--- config.mk ---
export PLATFORM = sky130hd
export DESIGN_NAME = qcfw_div
export DESIGN_NICKNAME = d
export VERILOG_FILES = /design/src/design/qcfw_pkg.sv /design/src/design/qcfw_div.sv
export SDC_FILE = /design/constraint.sdc
export NUM_CORES = 1
export LEC_CHECK = 0
export BUFFER_PORTS_ARGS = -buffer_cell sky130_fd_sc_hd__buf_4
export CAP_MARGIN = 20
export CORE_MARGIN = 4
export CORE_UTILIZATION = 52
export CTS_CLUSTER_DIAMETER = 150
export DETAILED_ROUTE_END_ITERATION = 8
export PLACE_DENSITY = 0.81
export SKIP_CTS_REPAIR_TIMING = 1
export SYNTH_ARGS = -nofsm -noshare
export SYNTH_HDL_FRONTEND = slang
export SYNTH_SLANG_ARGS = --single-unit
--- constraint.sdc ---
create_clock -name clock -period 3.99 [get_ports clock]
set_input_delay 0.5985 -clock clock [delete_from_list [all_inputs] [get_ports clock]]
set_output_delay 0.5985 -clock clock [all_outputs]
set_load 0.02 [all_outputs]
--- src/design/qcfw_pkg.sv ---
`timescale 1ns / 1ps
// Shared types and constants of the quad corner forward warp.
package qcfw_pkg;

   localparam int unsigned SRC_W   = 6;   // source coordinate
   localparam int unsigned CRD_W   = 12;  // corner and destination coordinate
   localparam int unsigned PIX_W   = 16;  // pixel
   localparam int unsigned IDX_W   = 12;  // read index field
   localparam int unsigned CFG_IDX_W = 3;

   // Mapping datapath widths, sized for frames up to 256 x 256.
   localparam int unsigned FAC_W = 10;            // W-x, H-y, x, y
   localparam int unsigned P_W   = CRD_W + FAC_W; // corner times factor
   localparam int unsigned S_W   = P_W + 1;       // sum of two products
   localparam int unsigned M_W   = S_W + FAC_W;   // sum times factor
   localparam int unsigned NUM_W = M_W + 1;       // full numerator

   typedef enum logic [1:0] {
      REQ_CLEAR = 2'd0,
      REQ_PLACE = 2'd1,
      REQ_READ  = 2'd2,
      REQ_NOP   = 2'd3
   } req_code_type;

   typedef enum logic [CFG_IDX_W-1:0] {
      CFG_UL_X = 3'd0,
      CFG_UL_Y = 3'd1,
      CFG_UR_X = 3'd2,
      CFG_UR_Y = 3'd3,
      CFG_LR_X = 3'd4,
      CFG_LR_Y = 3'd5,
      CFG_LL_X = 3'd6,
      CFG_LL_Y = 3'd7
   } cfg_index_type;

   typedef enum logic [2:0] {
      ST_IDLE,
      ST_CLEAR,
      ST_MAP,
      ST_DIV,
      ST_WRITE,
      ST_READ,
      ST_DONE
   } state_type;

   typedef struct packed {
      logic signed [CRD_W-1:0] ul_x;
      logic signed [CRD_W-1:0] ul_y;
      logic signed [CRD_W-1:0] ur_x;
      logic signed [CRD_W-1:0] ur_y;
      logic signed [CRD_W-1:0] lr_x;
      logic signed [CRD_W-1:0] lr_y;
      logic signed [CRD_W-1:0] ll_x;
      logic signed [CRD_W-1:0] ll_y;
   } corner_type;

   localparam corner_type CORNER_RESET = '{
      ul_x: 12'sd0,  ul_y: 12'sd0,
      ur_x: 12'sd64, ur_y: 12'sd0,
      lr_x: 12'sd64, lr_y: 12'sd64,
      ll_x: 12'sd0,  ll_y: 12'sd64
   };

   typedef struct packed {
      logic [1:0]       req_type;
      logic [SRC_W-1:0] src_x;
      logic [SRC_W-1:0] src_y;
      logic [PIX_W-1:0] src_pixel;
      logic [IDX_W-1:0] read_index;
   } req_word_type;

   typedef struct packed {
      logic signed [CRD_W-1:0] dest_x;
      logic signed [CRD_W-1:0] dest_y;
      logic                    placed;
      logic [PIX_W-1:0]        read_pixel;
   } rsp_word_type;

endpackage

--- src/design/qcfw_div.sv ---
`timescale 1ns / 1ps
// Signed division by the frame area, truncating toward zero.
module qcfw_div import qcfw_pkg::*; #(
   parameter int unsigned DEN = 4096
) (
   input  logic                    clock,
   input  logic                    reset,
   input  logic                    start,
   input  logic signed [NUM_W-1:0] num,
   output logic                    done,
   output logic signed [NUM_W-1:0] quo
);

   localparam int unsigned SH    = $clog2(DEN);
   localparam bit          POW2  = (DEN & (DEN - 1)) == 0;
   // |num| <= 2^11 * 256 * 256 for every legal frame, so 28 magnitude bits suffice
   localparam int unsigned MAG_W = CRD_W + 16;

   logic                    neg;
   logic [NUM_W-1:0]        mag, qmag;
   logic                    done_ff;
   logic signed [NUM_W-1:0] quo_ff, quo_in;

   assign neg = num[NUM_W-1];
   assign mag = neg ? (~num + NUM_W'(1)) : num;

   if (POW2) begin : g_shift
      assign qmag = mag >> SH;
   end else begin : g_recip
      // floor(mag / DEN) = (mag * ceil(2^(MAG_W+SH) / DEN)) >> (MAG_W+SH) for mag < 2^MAG_W
      localparam int unsigned     RSH   = MAG_W + SH;
      localparam int unsigned     PRD_W = 2 * MAG_W + 1;
      localparam longint unsigned RECIP = ((64'd1 << RSH) + 64'(DEN) - 64'd1) / 64'(DEN);

      logic [PRD_W-1:0] prod;

      assign prod = PRD_W'(mag[MAG_W-1:0]) * PRD_W'(RECIP);
      assign qmag = NUM_W'(prod >> RSH);
   end

   assign quo_in = neg ? -signed'(qmag) : signed'(qmag);

   always_ff @(posedge clock) begin
      if (reset) begin
         done_ff <= 1'b0;
      end else begin
         done_ff <= start;
      end
   end

   always_ff @(posedge clock) begin
      if (start) begin
         quo_ff <= quo_in;
      end
   end

   assign done = done_ff;
   assign quo  = quo_ff;

endmodule

==> impl_metrics.toml <==
[place]
dp_hpwl_mm = 3.99
port_buffers = 71
dp_cells = 328
pre_cts_ws_ns = 0.422
post_dp_cell_area_sq_mm = 0.00282
gp_congestion = 0.847

[cells_and_area]
drive_gt1_share_pct = 32.5
final_common_cell = "buf_4"
area_growth_pct = 28.0
final_core_util_pct = 70.7
instances_no_fill = 336
finish.instance_area_sq_mm = 0.00291
final_cell_mix = "73 x buf_4, 34 x edfxtp_1, 20 x a21oi_1, 16 x nand2_1"
fill_cells = 324
nNetsFinal = 323
n_antenna_cell = 0

[sta]
min_period_ns = 3.29
rsz0062_at_grt = "no"
setup_viol = 0
setup_slack_ns = 0.703
maxSlewHeadroom_pct = 58.1
finalMaxSlewViolations = 0
finalHoldWorstSlack_ns = 0.453
finalHoldViolCount = 0
fin_tns_setup_ns = 0
layout_worst_path_cycle_share_pct = 82.4
worstMarginPinSlew_ns = 0.626
fmax_mhz = 304

[power]
p_per_area_mw_per_mm2 = 313
ir_drop_mv = 0.167
p_leak_nw = 1.07
power_uw = 910

[route]
avgRoutedWirePerCell_um = 16.0
ant_nets = 0
vias_per_cell = 6.03
routed_wl_mm = 5.39
met1Wirelength_mm = 2.15
drc = 0
vias = 2025
dr.pass1.iters = 4
dr.first_iter.drc_count = 206
route.met3.wl_um = 482
wl_met2_mm = 2.65
top_layer_used = "met4"

[worst_setup_path]
cp_data_arrival_time_ns = 3.34
startpoint_type = "input port"
critical_path_class = "input port to flip-flop"
crit_required_ns = 4.04
critPathCaptureType = "flip-flop"
cp_max_fo = 12

[run_status]
status = "finished, final reports clean"

[synthesis]
synth_seq_cells = 35
synthDistinctLibCells = 53
ys.flop_type = "edfxtp_1"
yosysWarnings = 0
avgSynthCellArea_sq_um = 10.4
synth-edff-count = 34
syn-cell-area_sq_mm = 0.00227
syn_nets = 256
ys_async_sr_fraction_pct = 0
syn-instance-count = 218
seq_area_frac_synth_pct = 45.8

[cts]
htree_levels = 2
cts_tree = "built"
cts_buffers = 5
cts.sinks = 35
clk_path_buf_depth = 2
root_buffer = "clkbuf_8"
clk_pin_slew_worst_paths_ns = 0.08

[die]
die_area_sq_mm = 0.00549
ios = 72
core_sq_mm = 0.00412
die_h_um = 74.1
die_x_um = 74.1
rows = 23
initial_core_util_pct = 55.2

[global_route]
antenna_found_initial = 0
grt_first_pass_wirelength_mm = 9.02
grt_overflow_total = 0
grt_max_degree = 36
grt_pass1_vias = 1925
gr-usage-all-layers_pct = 21.0

[hold_path]
hold_path.class = "input port to flip-flop"

[run]
drv_cap = 0
cell families after synthesis:
kind of cell | after synthesis | synth area share, %
and+or+nand+nor | 92 | 25.4
AOI/OAI and AO/OA | 49 | 15.3
DFF | 35 | 45.8
xor gates and xnor gates | 20 | 7.71
buffers and inverters | 17 | 3.42
muxes | 4 | 1.82
adders and majority gates | 1 | 0.551
sequential cells by signal, summed over array words and instances, names as in the netlist:
name,cells
quo,34
done,1
final cells by class:
| class | instances | area, sq um | area share [%] |
|---|---|---|---|
| clock buffer | 5 | 68.8 | 2.37 |
| inverter | 4 | 15.0 | 0.516 |
| timing repair buffer | 73 | 548 | 18.8 |
| tap | 50 | 62.6 | 2.15 |
| sequential | 35 | 1040 | 35.8 |
| multi-input combinational | 166 | 1150 | 39.6 |
| clock inverter | 3 | 20.0 | 0.688 |
synthesized netlist by cell type (2+ instances only):
master / count / area share (%)
nand4_1: 7 / 1.9
nor3_1: 9 / 2.0
a31oi_1: 3 / 0.83
nand2b_1: 2 / 0.55
a21oi_1: 20 / 4.4
nand3_1: 12 / 2.6
o31ai_1: 2 / 0.66
buf_1: 2 / 0.33
inv_1: 4 / 0.66
and2_1: 2 / 0.55
o21ai_1: 3 / 0.66
nor2_1: 12 / 2.0
o21ai_0: 7 / 1.5
or3_1: 4 / 1.1
nor4_4: 5 / 4.7
and3_1: 3 / 0.83
or2_1: 2 / 0.55
or4_1: 4 / 1.3
edfxtp_1: 34 / 45
nor2b_1: 2 / 0.55
nor3b_1: 3 / 0.99
clkbuf_1: 7 / 1.2
xnor2_1: 12 / 4.6
mux2i_1: 3 / 1.3
nor4_1: 4 / 1.1
nand2_1: 16 / 2.6
xor2_1: 8 / 3.1
worst max-delay path: stages:
cell and delay, ns:
buf_4 0.12, nor4_4 0.36, nand3_1 0.38, o21ai_0 0.31, xor2_1 0.17, ha_1 0.28, o2111ai_4 0.24, or4_1 0.60
a21oi_1 0.19, xor2_1 0.08
report_power, final:
part	switching, mW	internal [mW]	total (mW)
sequential	0.00846	0.438	0.446
combinational	0.119	0.0868	0.206
clock	0.137	0.121	0.258
total	0.264	0.646	0.910
layer usage:
metal	vias to the layer above	GRT usage, %
li1	978	-
met1	943	26.8
met2	94	34.7
met3	10	5.00
met4	0	8.05
met5	-	0
worst paths after layout:
check	end	from	depth (start not counted)	slack, ns
setup / recovery	quo[16]	num[4]	10	0.70
hold / removal	done	reset	2	0.45
No activity file was read; power rests on OpenSTA's default activity.
