`src/design/qcfw_pkg.sv`:
```
`timescale 1ns / 1ps
// Shared types and constants of the quad corner forward warp.
package qcfw_pkg;

   localparam int unsigned SRC_W   = 6;   // source coordinate
   localparam int unsigned CRD_W   = 12;  // corner and destination coordinate
   localparam int unsigned PIX_W   = 16;  // pixel
   localparam int unsigned IDX_W   = 12;  // read index field
   localparam int unsigned CFG_IDX_W = 3;

   // Mapping datapath widths, sized for frames up to 256 x 256.
   localparam int unsigned FAC_W = 10;            // W-x, H-y, x, y
   localparam int unsigned P_W   = CRD_W + FAC_W; // corner times factor
   localparam int unsigned S_W   = P_W + 1;       // sum of two products
   localparam int unsigned M_W   = S_W + FAC_W;   // sum times factor
   localparam int unsigned NUM_W = M_W + 1;       // full numerator

   typedef enum logic [1:0] {
      REQ_CLEAR = 2'd0,
      REQ_PLACE = 2'd1,
      REQ_READ  = 2'd2,
      REQ_NOP   = 2'd3
   } req_code_type;

   typedef enum logic [CFG_IDX_W-1:0] {
      CFG_UL_X = 3'd0,
      CFG_UL_Y = 3'd1,
      CFG_UR_X = 3'd2,
      CFG_UR_Y = 3'd3,
      CFG_LR_X = 3'd4,
      CFG_LR_Y = 3'd5,
      CFG_LL_X = 3'd6,
      CFG_LL_Y = 3'd7
   } cfg_index_type;

   typedef enum logic [2:0] {
      ST_IDLE,
      ST_CLEAR,
      ST_MAP,
      ST_DIV,
      ST_WRITE,
      ST_READ,
      ST_DONE
   } state_type;

   typedef struct packed {
      logic signed [CRD_W-1:0] ul_x;
      logic signed [CRD_W-1:0] ul_y;
      logic signed [CRD_W-1:0] ur_x;
      logic signed [CRD_W-1:0] ur_y;
      logic signed [CRD_W-1:0] lr_x;
      logic signed [CRD_W-1:0] lr_y;
      logic signed [CRD_W-1:0] ll_x;
      logic signed [CRD_W-1:0] ll_y;
   } corner_type;

   localparam corner_type CORNER_RESET = '{
      ul_x: 12'sd0,  ul_y: 12'sd0,
      ur_x: 12'sd64, ur_y: 12'sd0,
      lr_x: 12'sd64, lr_y: 12'sd64,
      ll_x: 12'sd0,  ll_y: 12'sd64
   };

   typedef struct packed {
      logic [1:0]       req_type;
      logic [SRC_W-1:0] src_x;
      logic [SRC_W-1:0] src_y;
      logic [PIX_W-1:0] src_pixel;
      logic [IDX_W-1:0] read_index;
   } req_word_type;

   typedef struct packed {
      logic signed [CRD_W-1:0] dest_x;
      logic signed [CRD_W-1:0] dest_y;
      logic                    placed;
      logic [PIX_W-1:0]        read_pixel;
   } rsp_word_type;

endpackage

```
`src/design/qcfw_map.sv`:
```
`timescale 1ns / 1ps
// Four-stage bilinear numerator pipeline for the destination coordinates.
module qcfw_map import qcfw_pkg::*; #(
   parameter int unsigned IMG_W = 64,
   parameter int unsigned IMG_H = 64
) (
   input  logic                    clock,
   input  logic                    reset,
   input  logic                    start,
   input  logic [SRC_W-1:0]        src_x,
   input  logic [SRC_W-1:0]        src_y,
   input  corner_type              corners,
   output logic                    done,
   output logic signed [NUM_W-1:0] num_x,
   output logic signed [NUM_W-1:0] num_y
);

   logic signed [FAC_W-1:0] wmx, hmy, xs, ys;
   logic signed [FAC_W-1:0] wmx_ff, hmy_ff, xs_ff, ys_ff;
   logic [3:0] stage_ff, stage_in;
   logic signed [P_W-1:0] prod_ff [8];
   logic signed [S_W-1:0] sum_ff [4];
   logic signed [M_W-1:0] mul_ff [4];
   logic signed [NUM_W-1:0] num_x_ff, num_y_ff;

   assign wmx = FAC_W'(IMG_W) - FAC_W'(src_x);
   assign hmy = FAC_W'(IMG_H) - FAC_W'(src_y);
   assign xs  = FAC_W'(src_x);
   assign ys  = FAC_W'(src_y);

   assign stage_in = {stage_ff[2:0], start};

   always_ff @(posedge clock) begin
      if (reset) begin
         stage_ff <= '0;
      end else begin
         stage_ff <= stage_in;
      end
   end

   always_ff @(posedge clock) begin
      // corner times edge weight
      if (start) begin
         prod_ff[0] <= corners.ul_x * hmy;
         prod_ff[1] <= corners.ll_x * ys;
         prod_ff[2] <= corners.ur_x * hmy;
         prod_ff[3] <= corners.lr_x * ys;
         prod_ff[4] <= corners.ul_y * wmx;
         prod_ff[5] <= corners.ur_y * xs;
         prod_ff[6] <= corners.ll_y * wmx;
         prod_ff[7] <= corners.lr_y * xs;
         wmx_ff     <= wmx;
         hmy_ff     <= hmy;
         xs_ff      <= xs;
         ys_ff      <= ys;
      end
      // blend along the first axis
      if (stage_ff[0]) begin
         sum_ff[0] <= S_W'(prod_ff[0]) + S_W'(prod_ff[1]);
         sum_ff[1] <= S_W'(prod_ff[2]) + S_W'(prod_ff[3]);
         sum_ff[2] <= S_W'(prod_ff[4]) + S_W'(prod_ff[5]);
         sum_ff[3] <= S_W'(prod_ff[6]) + S_W'(prod_ff[7]);
      end
      // weight along the second axis
      if (stage_ff[1]) begin
         mul_ff[0] <= sum_ff[0] * wmx_ff;
         mul_ff[1] <= sum_ff[1] * xs_ff;
         mul_ff[2] <= sum_ff[2] * hmy_ff;
         mul_ff[3] <= sum_ff[3] * ys_ff;
      end
      if (stage_ff[2]) begin
         num_x_ff <= NUM_W'(mul_ff[0]) + NUM_W'(mul_ff[1]);
         num_y_ff <= NUM_W'(mul_ff[2]) + NUM_W'(mul_ff[3]);
      end
   end

   assign done  = stage_ff[3];
   assign num_x = num_x_ff;
   assign num_y = num_y_ff;

endmodule

```
`config.mk`:
```
export PLATFORM = sky130hd
export DESIGN_NAME = qcfw_map
export DESIGN_NICKNAME = d
export VERILOG_FILES = /design/src/design/qcfw_pkg.sv /design/src/design/qcfw_map.sv
export SDC_FILE = /design/constraint.sdc
export NUM_CORES = 2
export LEC_CHECK = 0
export ABC_AREA = 1
export BUFFER_PORTS_ARGS = -buffer_cell sky130_fd_sc_hd__buf_2
export CAP_MARGIN = 20
export CORE_MARGIN = 3
export CORE_UTILIZATION = 35
export DETAILED_ROUTE_END_ITERATION = 7
export PLACE_DENSITY = 0.58
export SETUP_SLACK_MARGIN = 0.2
export SLEW_MARGIN = 15
export SYNTH_ARGS = -nofsm -noshare
export SYNTH_HDL_FRONTEND = slang
export SYNTH_SLANG_ARGS = --single-unit
```
`constraint.sdc`:
```
create_clock -name clock -period 17.9 [get_ports clock]
set_input_delay 3.58 -clock clock [delete_from_list [all_inputs] [get_ports clock]]
set_output_delay 3.58 -clock clock [all_outputs]
set_load 0.02 [all_outputs]
```
==> metrics.md <==
| Metric | Value |
|---|---|
| Die footprint | 0.216 sq mm |
| Final setup TNS | 0 ns |
| Post-synthesis cell count | 9965 |
| Via-per-instance ratio | 4.60 |
| GRT Util Overall | 18.5% |
| CP required | 18.33 ns |
| Sink Count | 466 |
| Layout Nets | 11800 |
| Die Height | 465 microns |
| Row count | 167 |
| Hold Crit Class | flip-flop to flip-flop |
| Post-synth top flop | edfxtp_1 |
| Pins Over Slew Limit | 0 |
| Worst-Skew Late Latency | 0.69 ns |
| Total of max-cap violations | 0 |
| Routability cong. | 0.914 |
| Worst EP arrival | 9.11 ns |
| Post-DRT Antenna Nets | 0 |
| Crit end category | flip-flop |
| Pre-antenna DRT Iters | 6 |
| Max clock buf depth | 3 |
| Worst-Margin Slew | 1.07 ns |
| Post-synthesis area per instance | 7.39 sq um |
| Post-CTS sizing | 0 |
| Clk root buf | clkbuf_16 |
| GR Overflow Total | 0 |
| FF+latch count, synth | 466 |
| Final period utilization | 48.5% |
| CTS tree | yes |
| Worst R2R End | mul_ff[1][27]$_DFFE_PP_ |
| FF/Latch Area | 0.0140 sq mm |
| Delay-heaviest family, CP | adder cells |
| Area of the multi-input gates | 0.0486 sq mm |
| Most frequent cells in the layout | nand2_1 (3011), inv_1 (2808), fa_1 (906) |
| Num CTS Buffers | 61 |
| Buffers on Ports | 179 |
| Synth area leaders | fa_1 (25%), edfxtp_1 (19%), nand2_1 (15%), inv_1 (14%), ha_1 (12%) |
| CP startpoint kind | input port |
| Reg2Reg Launch Point | xs_ff[3]$_DFFE_PP_ |
| Hold Startpoint | mul_ff[0][0]$_DFFE_PP_ |
| Fill cells | 21900 |
| Cell accounting for the most synthesized area | fa_1 |
| Worst R2R Path Depth | 17 |
| Warnings from Yosys | 0 |
| Placed cell count | 12800 |
| Largest net degree at the start of global routing | 76 |
| Hold depth | 1 |
| Area grow syn2layout | 8.53% |
| EDFF count, synth | 462 |
| CP max stage cell | buf_4 |
| Syn_nets | 11700 |
| Post-Route WL | 198 mm |
| Synth top area share | 24.6% |
| CP peak stage delay | 0.50 ns |
| DRC | 0 |
| Crit path buffers/inverters | 7 |
| Synthesized area | 0.0737 sq mm |
| RSZ-0062 raised after global routing | no |
| Starting Density | 35.4% |
| Core area | 0.208 sq mm |
| Crit path kind | input port to flip-flop |
| Dpl hpwl | 169 mm |
| Layout cells sized above 1 | 3.36% |
| First DRT Iteration DRCs | 3542 |
| Wirelength per Cell | 15.2 microns |
| R2R setup slack | 12.82 ns |
| Vias in the first global route | 61000 |
| Endpoint, Worst Hold | num_x[0]$_DFFE_PP_ |
| Clock transition at the registers of the reported paths | 0.06 ns |
| Die Span X | 465 microns |
| Fmax | 115 MHz |
| Sequential share of the synthesized area | 18.9% |
| Postcts setup bufs | 0 |
| CTS Hold Bufs | 0 |
| Non-Filler Instances | 13000 |
| Asr flop ratio synth | 0% |
| Critical Path, Cell by Cell | buf_2, buf_4, inv_1, ha_1, nand2_1, or2_1, nand2_1, inv_1, nand2_1, fa_1, inv_1, fa_1, fa_1, inv_1, fa_1, inv_1, ha_1, a21oi_1, o21ai_0, a21oi_1, nand2_1, nand2_1, nand2_1 |
| CP most frequent cell | nand2_1 |
| First-pass GRT wire length | 325 mm |
| Crit path time final | 8.68 ns |
| Initial antenna violation count | 30 |
| Headroom to the max-slew limit | 28.5% |
| Vias | 59800 |
| Status | finished clean |
| Final Hold Vio Count | 0 |
| Synth cell types | 40 |
| Clock skew | 0.0281 ns |
| H-Tree Depth | 2 |
| Ports | 180 |
| Crit path max fanout | 51 |
| # setup viols final | 0 |
| Commonest non-fill, non-tap cell in the layout | nand2_1 |
## flip-flops by register name, indices dropped and copies added (netlist names)
signal,cells
num_y,34
ys_ff,6
xs_ff,6
prod_ff,156
hmy_ff,6
wmx_ff,6
num_x,34
sum_ff,92
stage_ff,4
mul_ff,122
## how the worst max path moves through the flow
stage | depth (start not counted) | to | startpoint
3_3_place_gp | 24 | prod_ff[1][18]$_DFFE_PP_ | src_x[0]
2_1_floorplan | 22 | prod_ff[1][16]$_DFFE_PP_ | src_x[1]
3_5_place_dp | 23 | prod_ff[1][16]$_DFFE_PP_ | src_x[0]
5_1_grt | 24 | prod_ff[1][15]$_DFFE_PP_ | src_x[0]
4_1_cts | 23 | prod_ff[1][16]$_DFFE_PP_ | src_x[0]
6_report | 23 | prod_ff[1][62]$_DFFE_PP_ | src_x[0]
## per-stage QoR
stage               instance area (sq um)  setup WS (ns)  util, %  hold slack (ns)
global route                        80000           8.79     38.4            0.561
finish                              80000           9.22     38.4            0.541
detailed placement                  77800           8.53     37.3            0.524
CTS                                 79900           9.28     38.4            0.544
floorplan                           73700           9.63        -            0.513
global placement                    77800           8.59     37.3            0.530
## cell families after synthesis
| logic type | count (synthesis) | synth area share, % |
|---|---|---|
| adders and majority gates | 1612 | 36.6 |
| DFF | 466 | 18.9 |
| xor gates and xnor gates | 255 | 3.08 |
| and+or+nand+nor | 4154 | 22.4 |
| AOI/OAI and AO/OA | 549 | 3.94 |
| buffers and inverters | 2929 | 15.1 |
## worst register-to-register path: stages, from the launching register on
cell and delay [ns]:
edfxtp_1 1.04, nand2_1 0.13, inv_1 0.11, fa_1 0.45, fa_1 0.52, fa_1 0.51, inv_1 0.06, fa_1 0.48
inv_1 0.04, ha_1 0.36, nand2_1 0.18, inv_1 0.05, a21oi_1 0.27, nand3_1 0.22, nand2_1 0.17, nand3_1 0.09
nand2_1 0.06, nand2_1 0.09
## layer usage
metal / track usage (%) / vias to the layer above / wire, microns
met5: 0 / - / 65
met4: 4.36 / 8 / 4650
met3: 1.88 / 228 / 8590
met2: 31.0 / 1166 / 90900
met1: 25.7 / 28500 / 93400
li1: - / 29800 / -
## synth_stat cells (all sizes together) (3+ instances only)
master	count
o21ai	129
nand4	86
a21boi	9
clkbuf	71
o21bai	31
edfxtp	462
or2	15
nor2b	3
xor2	207
and3	3
nor4	6
nor3	41
o21a	3
ha	706
xnor2	48
inv	2813
nand2b	3
fa	906
nor2	609
nand2	3013
nand3	336
dfxtp	4
a21oi	359
a21o	17
nand3b	9
and2	29
buf	45
## layout make-up
cell class	instances	share of cell area [%]
antenna	16	0.0501
clock buffer	68	1.97
clock inverter	45	0.702
inverter	2813	13.2
multi-input combinational	6570	60.8
sequential	466	17.5
tap	2788	4.36
timing repair buffer	210	1.44
Power is not shown: default switching activity piles up to over one toggle a cycle in this logic, so the estimate is an artifact.
